$ cat src/hdl/sbcs_pkg.sv
// Package for the status blink-code sequencer: transfer payload types,
// register indexes, phase codes, pattern codes and the pattern tables.
// No dependencies.
`default_nettype none

package sbcs_pkg;

   localparam int unsigned CSR_INDEX_W = 2;
   localparam int unsigned CSR_DATA_W  = 32;
   localparam int unsigned ELAPSED_W   = 17;
   localparam int unsigned COLOR_W     = 24;
   localparam int unsigned CODE_W      = 3;
   localparam int unsigned BLINKS_W    = 2;
   localparam int unsigned PHASE_W     = 2;
   localparam int unsigned DUR_W       = 16;
   localparam int unsigned COUNT_W     = 32;

   localparam logic [CSR_INDEX_W-1:0] REG_CYCLE_GAP = 2'd0;
   localparam logic [CSR_INDEX_W-1:0] REG_BLINK_ON  = 2'd1;
   localparam logic [CSR_INDEX_W-1:0] REG_BLINK_OFF = 2'd2;
   localparam logic [CSR_INDEX_W-1:0] REG_REBOOT_TO = 2'd3;

   localparam logic [DUR_W-1:0]   CYCLE_GAP_RESET = 16'd3000;
   localparam logic [DUR_W-1:0]   BLINK_ON_RESET  = 16'd200;
   localparam logic [DUR_W-1:0]   BLINK_OFF_RESET = 16'd300;
   localparam logic [COUNT_W-1:0] REBOOT_TO_RESET = 32'd300000;

   localparam logic [PHASE_W-1:0] PH_GAP  = 2'd0;
   localparam logic [PHASE_W-1:0] PH_ON   = 2'd1;
   localparam logic [PHASE_W-1:0] PH_OFF  = 2'd2;
   localparam logic [PHASE_W-1:0] PH_POST = 2'd3;

   localparam logic [CODE_W-1:0] CODE_OK    = 3'd0;
   localparam logic [CODE_W-1:0] CODE_GNSS  = 3'd1;
   localparam logic [CODE_W-1:0] CODE_WIFI  = 3'd2;
   localparam logic [CODE_W-1:0] CODE_NTP   = 3'd3;
   localparam logic [CODE_W-1:0] CODE_NTRIP = 3'd4;
   localparam logic [CODE_W-1:0] CODE_MQTT  = 3'd5;

   localparam logic [COLOR_W-1:0] COLOR_FAULT = 24'hFF0000;
   localparam logic [COLOR_W-1:0] COLOR_AMBER = 24'hFFAA00;
   localparam logic [COLOR_W-1:0] COLOR_GOOD  = 24'h0000FF;
   localparam logic [COLOR_W-1:0] COLOR_DARK  = 24'h000000;

   localparam logic [ELAPSED_W-1:0] ELAPSED_MAX = {ELAPSED_W{1'b1}};

   typedef struct packed {
      logic wifi_ok;
      logic gnss_ok;
      logic ntp_ok;
      logic mqtt_ok;
      logic ntrip_ok;
   } req_type;

   typedef struct packed {
      logic [COLOR_W-1:0] led_color;
      logic [CODE_W-1:0]  status_code;
      logic               reboot_needed;
   } rsp_type;

   typedef struct packed {
      logic [DUR_W-1:0]   cycle_gap_ticks;
      logic [DUR_W-1:0]   blink_on_ticks;
      logic [DUR_W-1:0]   blink_off_ticks;
      logic [COUNT_W-1:0] reboot_timeout_ticks;
   } cfg_type;

   typedef struct packed {
      logic [PHASE_W-1:0]   phase;
      logic [BLINKS_W-1:0]  blinks_left;
      logic [ELAPSED_W-1:0] phase_elapsed;
      logic [CODE_W-1:0]    pattern_code;
      logic [COLOR_W-1:0]   lit_color;
      logic [COUNT_W-1:0]   since_ok;
   } state_type;

   function automatic logic [COLOR_W-1:0] pat_color(input logic [CODE_W-1:0] code);
      logic [COLOR_W-1:0] color;
      unique case (code)
         CODE_GNSS, CODE_WIFI:            color = COLOR_FAULT;
         CODE_NTP, CODE_NTRIP, CODE_MQTT: color = COLOR_AMBER;
         default:                         color = COLOR_GOOD;
      endcase
      return color;
   endfunction

   function automatic logic [BLINKS_W-1:0] pat_count(input logic [CODE_W-1:0] code);
      logic [BLINKS_W-1:0] count;
      unique case (code)
         CODE_GNSS, CODE_NTRIP: count = 2'd2;
         CODE_MQTT:             count = 2'd3;
         default:               count = 2'd1;
      endcase
      return count;
   endfunction

   function automatic logic [CODE_W-1:0] pick_pattern(input req_type flags);
      logic [CODE_W-1:0] code;
      priority if (!flags.gnss_ok)  code = CODE_GNSS;
      else if (!flags.wifi_ok)      code = CODE_WIFI;
      else if (!flags.ntp_ok)       code = CODE_NTP;
      else if (!flags.ntrip_ok)     code = CODE_NTRIP;
      else if (!flags.mqtt_ok)      code = CODE_MQTT;
      else                          code = CODE_OK;
      return code;
   endfunction

endpackage

`default_nettype wire

$ cat src/hdl/status_blink_code_sequencer_unit.sv
// Top level of the status blink-code sequencer: state, registers, result register.
// Depends on sbcs_pkg and sbcs_step.
`default_nettype none

// Each req transfer is one tick with five health flags; each produces one rsp
// transfer with the LED color, the latched status code and the reboot request
// after that tick. A tick is accepted every clock cycle and its result is written
// into the result register in the cycle after; the only limit is that register,
// which accepts a new tick whenever it is empty or being read in the same cycle.
// Register writes take effect in the next cycle and are always ready.
module status_blink_code_sequencer_unit (
   input  var logic                               clock,
   input  var logic                               reset,
   input  var logic                               req_valid,
   output logic                                   req_ready,
   input  var sbcs_pkg::req_type                  req_data,
   output logic                                   rsp_valid,
   input  var logic                               rsp_ready,
   output sbcs_pkg::rsp_type                      rsp_data,
   input  var logic                               csr_valid,
   output logic                                   csr_ready,
   input  var logic [sbcs_pkg::CSR_INDEX_W-1:0]   csr_index,
   input  var logic [sbcs_pkg::CSR_DATA_W-1:0]    csr_data
);

   sbcs_pkg::state_type state_ff, state_in;
   sbcs_pkg::cfg_type   cfg_ff, cfg_in;
   sbcs_pkg::rsp_type   rsp_data_ff, rsp_data_in;
   logic                rsp_valid_ff, rsp_valid_in;
   logic                req_fire;

   sbcs_step u_step (
      .state (state_ff),
      .cfg   (cfg_ff),
      .req   (req_data),
      .nxt   (state_in),
      .rsp   (rsp_data_in)
   );

   assign req_ready = !rsp_valid_ff || rsp_ready;
   assign req_fire  = req_valid && req_ready;
   assign csr_ready = 1'b1;

   always_comb begin
      rsp_valid_in = rsp_valid_ff;
      if (req_fire) begin
         rsp_valid_in = 1'b1;
      end else if (rsp_ready) begin
         rsp_valid_in = 1'b0;
      end
   end

   always_comb begin
      cfg_in = cfg_ff;
      if (csr_valid) begin
         unique case (csr_index)
            sbcs_pkg::REG_CYCLE_GAP: cfg_in.cycle_gap_ticks = csr_data[15:0];
            sbcs_pkg::REG_BLINK_ON:  cfg_in.blink_on_ticks  = csr_data[15:0];
            sbcs_pkg::REG_BLINK_OFF: cfg_in.blink_off_ticks = csr_data[15:0];
            sbcs_pkg::REG_REBOOT_TO: cfg_in.reboot_timeout_ticks = csr_data;
            default: ;
         endcase
      end
   end

   always_ff @(posedge clock) begin
      if (reset) begin
         state_ff.phase                 <= sbcs_pkg::PH_GAP;
         state_ff.blinks_left           <= '0;
         state_ff.phase_elapsed         <= '0;
         state_ff.pattern_code          <= sbcs_pkg::CODE_OK;
         state_ff.lit_color             <= sbcs_pkg::COLOR_DARK;
         state_ff.since_ok              <= '0;
         cfg_ff.cycle_gap_ticks         <= sbcs_pkg::CYCLE_GAP_RESET;
         cfg_ff.blink_on_ticks          <= sbcs_pkg::BLINK_ON_RESET;
         cfg_ff.blink_off_ticks         <= sbcs_pkg::BLINK_OFF_RESET;
         cfg_ff.reboot_timeout_ticks    <= sbcs_pkg::REBOOT_TO_RESET;
         rsp_valid_ff                   <= 1'b0;
      end else begin
         if (req_fire) begin
            state_ff <= state_in;
         end
         cfg_ff       <= cfg_in;
         rsp_valid_ff <= rsp_valid_in;
      end
   end

   always_ff @(posedge clock) begin
      if (req_fire) begin
         rsp_data_ff <= rsp_data_in;
      end
   end

   assign rsp_valid = rsp_valid_ff;
   assign rsp_data  = rsp_data_ff;

endmodule

`default_nettype wire

$ cat src/hdl/sbcs_step.sv
// Next-state logic for one tick of the blink-code sequencer.
// Depends on sbcs_pkg.
`default_nettype none

module sbcs_step (
   input  var sbcs_pkg::state_type state,
   input  var sbcs_pkg::cfg_type   cfg,
   input  var sbcs_pkg::req_type   req,
   output sbcs_pkg::state_type     nxt,
   output sbcs_pkg::rsp_type       rsp
);

   logic [sbcs_pkg::ELAPSED_W-1:0] elapsed;
   logic [sbcs_pkg::COUNT_W-1:0]   since;
   logic [sbcs_pkg::CODE_W-1:0]    code;
   logic [sbcs_pkg::BLINKS_W-1:0]  blinks;

   always_comb begin
      since   = (state.since_ok < cfg.reboot_timeout_ticks) ?
                state.since_ok + 32'd1 : state.since_ok;
      elapsed = (state.phase_elapsed != sbcs_pkg::ELAPSED_MAX) ?
                state.phase_elapsed + 17'd1 : state.phase_elapsed;
      code    = sbcs_pkg::pick_pattern(req);
      blinks  = (state.blinks_left != 2'd0) ? state.blinks_left - 2'd1 : 2'd0;

      nxt               = state;
      nxt.phase_elapsed = elapsed;
      nxt.since_ok      = since;

      unique case (state.phase)
         sbcs_pkg::PH_GAP: begin
            if (elapsed >= {1'b0, cfg.cycle_gap_ticks}) begin
               nxt.pattern_code  = code;
               nxt.blinks_left   = sbcs_pkg::pat_count(code);
               nxt.lit_color     = sbcs_pkg::pat_color(code);
               nxt.phase         = sbcs_pkg::PH_ON;
               nxt.phase_elapsed = '0;
               if (code == sbcs_pkg::CODE_OK) begin
                  nxt.since_ok = '0;
               end
            end
         end
         sbcs_pkg::PH_ON: begin
            if (elapsed >= {1'b0, cfg.blink_on_ticks}) begin
               nxt.lit_color     = sbcs_pkg::COLOR_DARK;
               nxt.blinks_left   = blinks;
               nxt.phase         = (blinks != 2'd0) ? sbcs_pkg::PH_OFF : sbcs_pkg::PH_POST;
               nxt.phase_elapsed = '0;
            end
         end
         sbcs_pkg::PH_OFF: begin
            if (elapsed >= {1'b0, cfg.blink_off_ticks}) begin
               nxt.lit_color     = sbcs_pkg::pat_color(state.pattern_code);
               nxt.phase         = sbcs_pkg::PH_ON;
               nxt.phase_elapsed = '0;
            end
         end
         sbcs_pkg::PH_POST: begin
            if (elapsed >= {cfg.blink_off_ticks, 1'b0}) begin
               nxt.phase         = sbcs_pkg::PH_GAP;
               nxt.phase_elapsed = '0;
            end
         end
         default: begin
            nxt.phase = sbcs_pkg::PH_GAP;
         end
      endcase

      rsp.led_color     = nxt.lit_color;
      rsp.status_code   = nxt.pattern_code;
      rsp.reboot_needed = (nxt.since_ok >= cfg.reboot_timeout_ticks);
   end

endmodule

`default_nettype wire

$ cat config.mk
export PLATFORM = sky130hd
export DESIGN_NAME = status_blink_code_sequencer_unit
export DESIGN_NICKNAME = d
export VERILOG_FILES = /design/src/hdl/sbcs_pkg.sv /design/src/hdl/status_blink_code_sequencer_unit.sv /design/src/hdl/sbcs_step.sv
export SDC_FILE = /design/constraint.sdc
export NUM_CORES = 1
export LEC_CHECK = 0
export ABC_AREA = 1
export BUFFER_PORTS_ARGS = -buffer_cell sky130_fd_sc_hd__buf_4
export CAP_MARGIN = 20
export CORE_ASPECT_RATIO = 1.25
export CORE_UTILIZATION = 44
export DETAILED_ROUTE_END_ITERATION = 7
export SLEW_MARGIN = 20
export SYNTH_ARGS = -nofsm -noshare
export SYNTH_HDL_FRONTEND = slang
export SYNTH_HIERARCHICAL = 1
export SYNTH_SLANG_ARGS = --single-unit
$ cat constraint.sdc
create_clock -name clock -period 9.7 [get_ports clock]
set_input_delay 1.455 -clock clock [delete_from_list [all_inputs] [get_ports clock]]
set_output_delay 1.455 -clock clock [all_outputs]
set_load 0.01 [all_outputs]
==> results.cfg, run 1 <==
[outcome]
outcome = finished, final reports clean

[clock_tree]
clkSlewWorstSetupHoldPaths_ps = 70
clockBufferDepth = 2
cts_resized = 0
tritoncts = built
numCtsBuffers = 17
htreeDepth = 4
clk_latency_ps = 450
root_buffer = clkbuf_16
cts_setup_buffers = 0
clock_sinks = 189
cts_hold_buf = 0

[timing]
tns_ps = 0
fin_crit_ps = 5560
relSlewSlack_pct = 35.3
finalClockSkew_ps = 9.62
fmax_mhz = 180
rsz0062_at_grt = no
setup_viol = 0
tightest_slew_ps = 970
drv_slew = 0
hold_violations = 0
fin_crit_sh_pct = 57.3

[global_routing]
antenna_found_initial = 0
grt_max_degree = 86
grt_pass1_vias = 11938
grt_pass1_wl_microns = 59300
grt_overflow = 0
grt_usage_pct = 22.3

[cells_and_area]
finish.utilization_pct = 48.6
drive_gt1_share_pct = 7.81
nFillCells = 3248
diodes = 0
final_nets = 2324
final_common_cell = nand2_1
area_growth_syn_to_layout_pct = 7.78
final_cell_mix = nand2_1 (477), inv_1 (359), nor2_1 (271)

[yosys]
postSynthAreaPerCell_sq_um = 6.49
synthArstFlopShare_pct = 0
ys_seq_area_share_pct = 28.9
synth_edf_count = 28
syn_inst = 2169
ys_ff_latch = 189
synth_nets = 2342
synth_cell_types = 52
synth_warnings = 6
synth_ff_type = dfxtp_1
synth_area_sq_um = 14100

[die]
ios = 75
core_region_area_sq_um = 31300
die_area_sq_um = 32700
die_w_microns = 162
die_y_microns = 202
num_rows = 72
initial_utilization_pct = 45.0

[worst_setup_path]
cp_data_arrival_time_ps = 5750
required_ps = 9900
path_class = flop to flop
worstSetupStartpointType = flop
cp_top_family = simple AND/OR/NAND/NOR gates
path_buf_inv = 3
critPathCaptureType = flop
cp_common_cell = nand2_1
critPathSlowestCell = nand2_1
crit_fanout = 32
slowest_delay_ps = 460

[power_and_ir_drop]
switching_share_pct = 35.8
pwr-share-seq_pct = 38.5
combPwrFrac_pct = 31.2
p_per_area_nw_per_um2 = 160
peakVddDrop_mv = 0.0883
p_sw_uw = 868
leakage_uw = 0.00767
p_int_uw = 1560
clock_power_share_pct = 30.3

[drt]
drt-initial-drc-count = 675
vias_per_cell = 5.03
post_drt_wl_per_cell_microns = 13.7
routed_wl_microns = 35100
drc_errors = 0
dr.pass1.iters = 5
ant_nets = 0
vias = 12937

[placed_design]
numPortBuffers = 73
hpwl_microns = 25300
gp_congestion = 0.924

[min_path]
hold_class = flop to flop

[run]
maxCapViolations = 0
==> cells by family (layout without fill, tap and decap cells) <==
kind of cell / count (synthesis) / count (layout) / synth area share [%]
DFF: 189 / 189 / 28.9
and+or+nand+nor: 1111 / 1111 / 34.8
adders and majority gates: 129 / 129 / 11.5
buffers and inverters: 487 / 482 / 14.6
AOI/OAI and AO/OA: 233 / 233 / 9.09
xor gates and xnor gates: 19 / 19 / 1.18
other: 1 / 1 / 0.0266
==> final timing paths <==
check             slack, ps         start          end  depth (start not counted)
setup / recovery       4140  state_ff[59]  rsp_data[0]                         32
hold / removal          460    cfg_ff[72]   cfg_ff[72]                          2
setup reg to reg       4140  state_ff[59]  rsp_data[0]                         32
hold reg to reg         460    cfg_ff[72]   cfg_ff[72]                          2
==> registers in the layout, indices dropped and copies added (netlist names) <==
name,count
rsp_data,28
state_ff,80
rsp_valid,1
cfg_ff,80
==> cells in the mapped netlist (12+ instances only) <==
library cell | number | area, sq um
nand2_1 | 477 | 1790
nor2_4 | 12 | 135
a21oi_1 | 159 | 796
edfxtp_1 | 28 | 841
clkbuf_1 | 35 | 131
inv_1 | 359 | 1350
o211ai_1 | 16 | 120
nand4_1 | 41 | 257
nand3_1 | 236 | 1180
dfxtp_1 | 161 | 3220
buf_4 | 34 | 255
nor3_1 | 24 | 120
buf_2 | 37 | 185
nor2_1 | 272 | 1020
xor2_1 | 19 | 166
ha_1 | 129 | 1610
o21ai_0 | 28 | 140
==> area by class of cell <==
class                   count  area, sq um  area share, %
multi-input cells        1493         7980           52.6
flip-flops and latches    189         4060           26.8
inverters                 369         1390           9.16
repair buffers             81          628           4.14
well taps                 407          509           3.36
clock buffers              22          475           3.13
clock inverters            10          128          0.841
==> routing by layer <==
layer / part of all wire, % / up-vias / wire, microns / track usage (%)
met4: 2.7 / 0 / 956 / 8.52
met5: 0 / - / 0 / 0
li1: - / 6838 / - / -
met3: 3.0 / 54 / 1050 / 2.87
met2: 49 / 215 / 17200 / 38.9
met1: 45 / 5830 / 15900 / 27.6
==> tightest hold or removal path, delay by kind of cell, from the launching register on <==
kind	cells	cell delay (ps)
flops	1	330
simple gates	2	100
==> power by group through the flow <==
stage	clock network, uW	registers [uW]	logic [uW]
6_report	735	935	757
5_1_grt	789	946	875
4_1_cts	758	935	760
3_5_place_dp	0	953	757
3_3_place_gp	0	951	739
2_1_floorplan	0	946	607
==> stage by stage <==
step	hold WS [ps]	cell area, sq um	worst slack [ps]	std cells	total power [uW]
after detailed placement	448	14600	4160	2539	1710
after global placement	441	14500	4230	2538	1690
after global routing	499	15200	3580	2571	2610
final	459	15200	4140	2571	2430
after floorplan	429	14100	5380	2169	1550
after CTS	465	15200	4150	2571	2450
Note: power is estimated with default switching activity, not from simulation.
==> run 2, diff against run 1 <==
Clock period 9.7 ns to 5.55 ns, I/O delays scaled along.
==> results.cfg, run 2 (synthesis gave the netlist of run 1 again) <==
[worst_setup_path]
reg2reg_from = state_ff[59]
path_class = flop to flop
slowest_delay_ps = 400
cp_common_cell = nand2_1
critPathSlowestCell = dfxtp_1
ff2ff_setup_slack_ps = 640
cp_data_arrival_time_ps = 5100
timing.rr.end = rsp_data[0]
worstSetupStartpointType = flop
ff2ff_path_depth = 30
critPathCaptureType = flop
crit_fanout = 32
endpoint = rsp_data[0]
crit_start = state_ff[59]
required_ps = 5740

[clock_tree]
tritoncts = built
cts_hold_buf = 0
root_buffer = clkbuf_16
clkSlewWorstSetupHoldPaths_ps = 70
clk_latency_ps = 450
clock_sinks = 189
numCtsBuffers = 17
cts_resized = 0
cts_setup_buffers = 0
htreeDepth = 4
clockBufferDepth = 2

[cells_and_area]
diodes = 0
post-route-cell-area_sq_um = 15200
finalNonFillerCells = 2583
nFillCells = 3225
multi_input_area_sq_um = 7980
regArea_sq_um = 4060
area_growth_syn_to_layout_pct = 8.24
final_cell_mix = nand2_1 (477), inv_1 (359), nor2_1 (271)
drive_gt1_share_pct = 8.27
final_common_cell = nand2_1
final_nets = 2336

[drt]
post_drt_wl_per_cell_microns = 13.8
dr.pass1.iters = 5
vias = 13033
drt-initial-drc-count = 678
routed_wl_microns = 35700
vias_per_cell = 5.05
ant_nets = 0
drc_errors = 0

[global_routing]
grt_max_degree = 95
antenna_found_initial = 0
met3_usage_pct = 2.93
top_usage_layer = met2
use_met1_pct = 27.7
grt_usage_pct = 22.6
grt_pass1_wl_microns = 59800
grt_pass1_vias = 12149
grt_overflow = 0
met2_usage_pct = 39.9

[timing]
fin_crit_sh_pct = 88.5
tightest_slew_ps = 1000
relSlewSlack_pct = 33.1
rsz0062_at_grt = no
fmax_mhz = 203
fin_crit_ps = 4910
setup_viol = 0
hold_violations = 0
finalClockSkew_ps = 11.9
tns_ps = 0
drv_slew = 0

[power_and_ir_drop]
p_per_area_nw_per_um2 = 280
peakVddDrop_mv = 0.177
leakage_uw = 0.00771

[outcome]
outcome = finished, final reports clean

[die]
die_w_microns = 162
initial_utilization_pct = 45.0
ios = 75
die_area_sq_um = 32700
core_region_area_sq_um = 31300
die_y_microns = 202
num_rows = 72

[placed_design]
gp_congestion = 0.875
placed_cell_area_sq_um = 14600
hpwl_microns = 25900
numPortBuffers = 73
dp.cells = 2551

[run]
maxCapViolations = 0

[min_path]
hold_class = flop to flop
[run 2: cell types whose count changed in the layout (fill, tap and decap cells not counted), sizes merged]
cell      before  now
buf           81   93
clkinvlp       1    3
bufinv         2    3
clkbuf        22   21
clkinv         3    2
inv          373  372
[run 2: per-stage QoR]
stage	util (%)	hold WS (ps)	setup slack (ps)	power (uW)
2_1_floorplan	-	429	1230	2710
3_3_place_gp	46.8	444	742	2980
3_5_place_dp	46.8	448	607	3010
4_1_cts	48.7	466	578	4310
5_1_grt	48.8	490	42.1	4580
6_report	48.8	465	636	4270
[run 2: how the worst min path moves through the flow]
stage / from / to / slack [ps] / cells after the start
final: cfg_ff[67] / cfg_ff[67] / 470 / 2
after detailed placement: cfg_ff[34] / cfg_ff[34] / 450 / 2
after global placement: cfg_ff[68] / cfg_ff[68] / 440 / 2
after floorplan: cfg_ff[34] / cfg_ff[34] / 430 / 2
after global routing: cfg_ff[73] / cfg_ff[73] / 490 / 2
after CTS: cfg_ff[34] / cfg_ff[34] / 470 / 2
[run 2: where the power goes]
group	leakage [uW]	total, uW	switching (uW)	internal, uW
clock network	0.000281	1290	576	716
registers	0.00160	1640	107	1530
logic	0.00583	1340	848	497
[run 2: critical path, delay by kind of cell, from the launching register on]
kind	cells	cell delay (ps)
buffers and inverters	3	550
XOR/XNOR	1	380
adder cells (fa/ha/maj)	3	790
AO/OA/AOI/OAI	6	920
AND/OR/NAND/NOR	17	1610
flip-flops	1	400
[run 2: cell type report]
class | count | area share, %
multi-input cells | 1493 | 52.4
flip-flops and latches | 189 | 26.7
inverters | 369 | 9.12
repair buffers | 93 | 4.58
well taps | 407 | 3.34
clock buffers | 21 | 2.89
clock inverters | 11 | 1.03
[run 2: layer usage]
layer  share of wire, %  up-vias
met4                2.7        0
met5                  0        -
met3                3.4       50
met1                 45     5879
met2                 49      250
li1                   -     6854
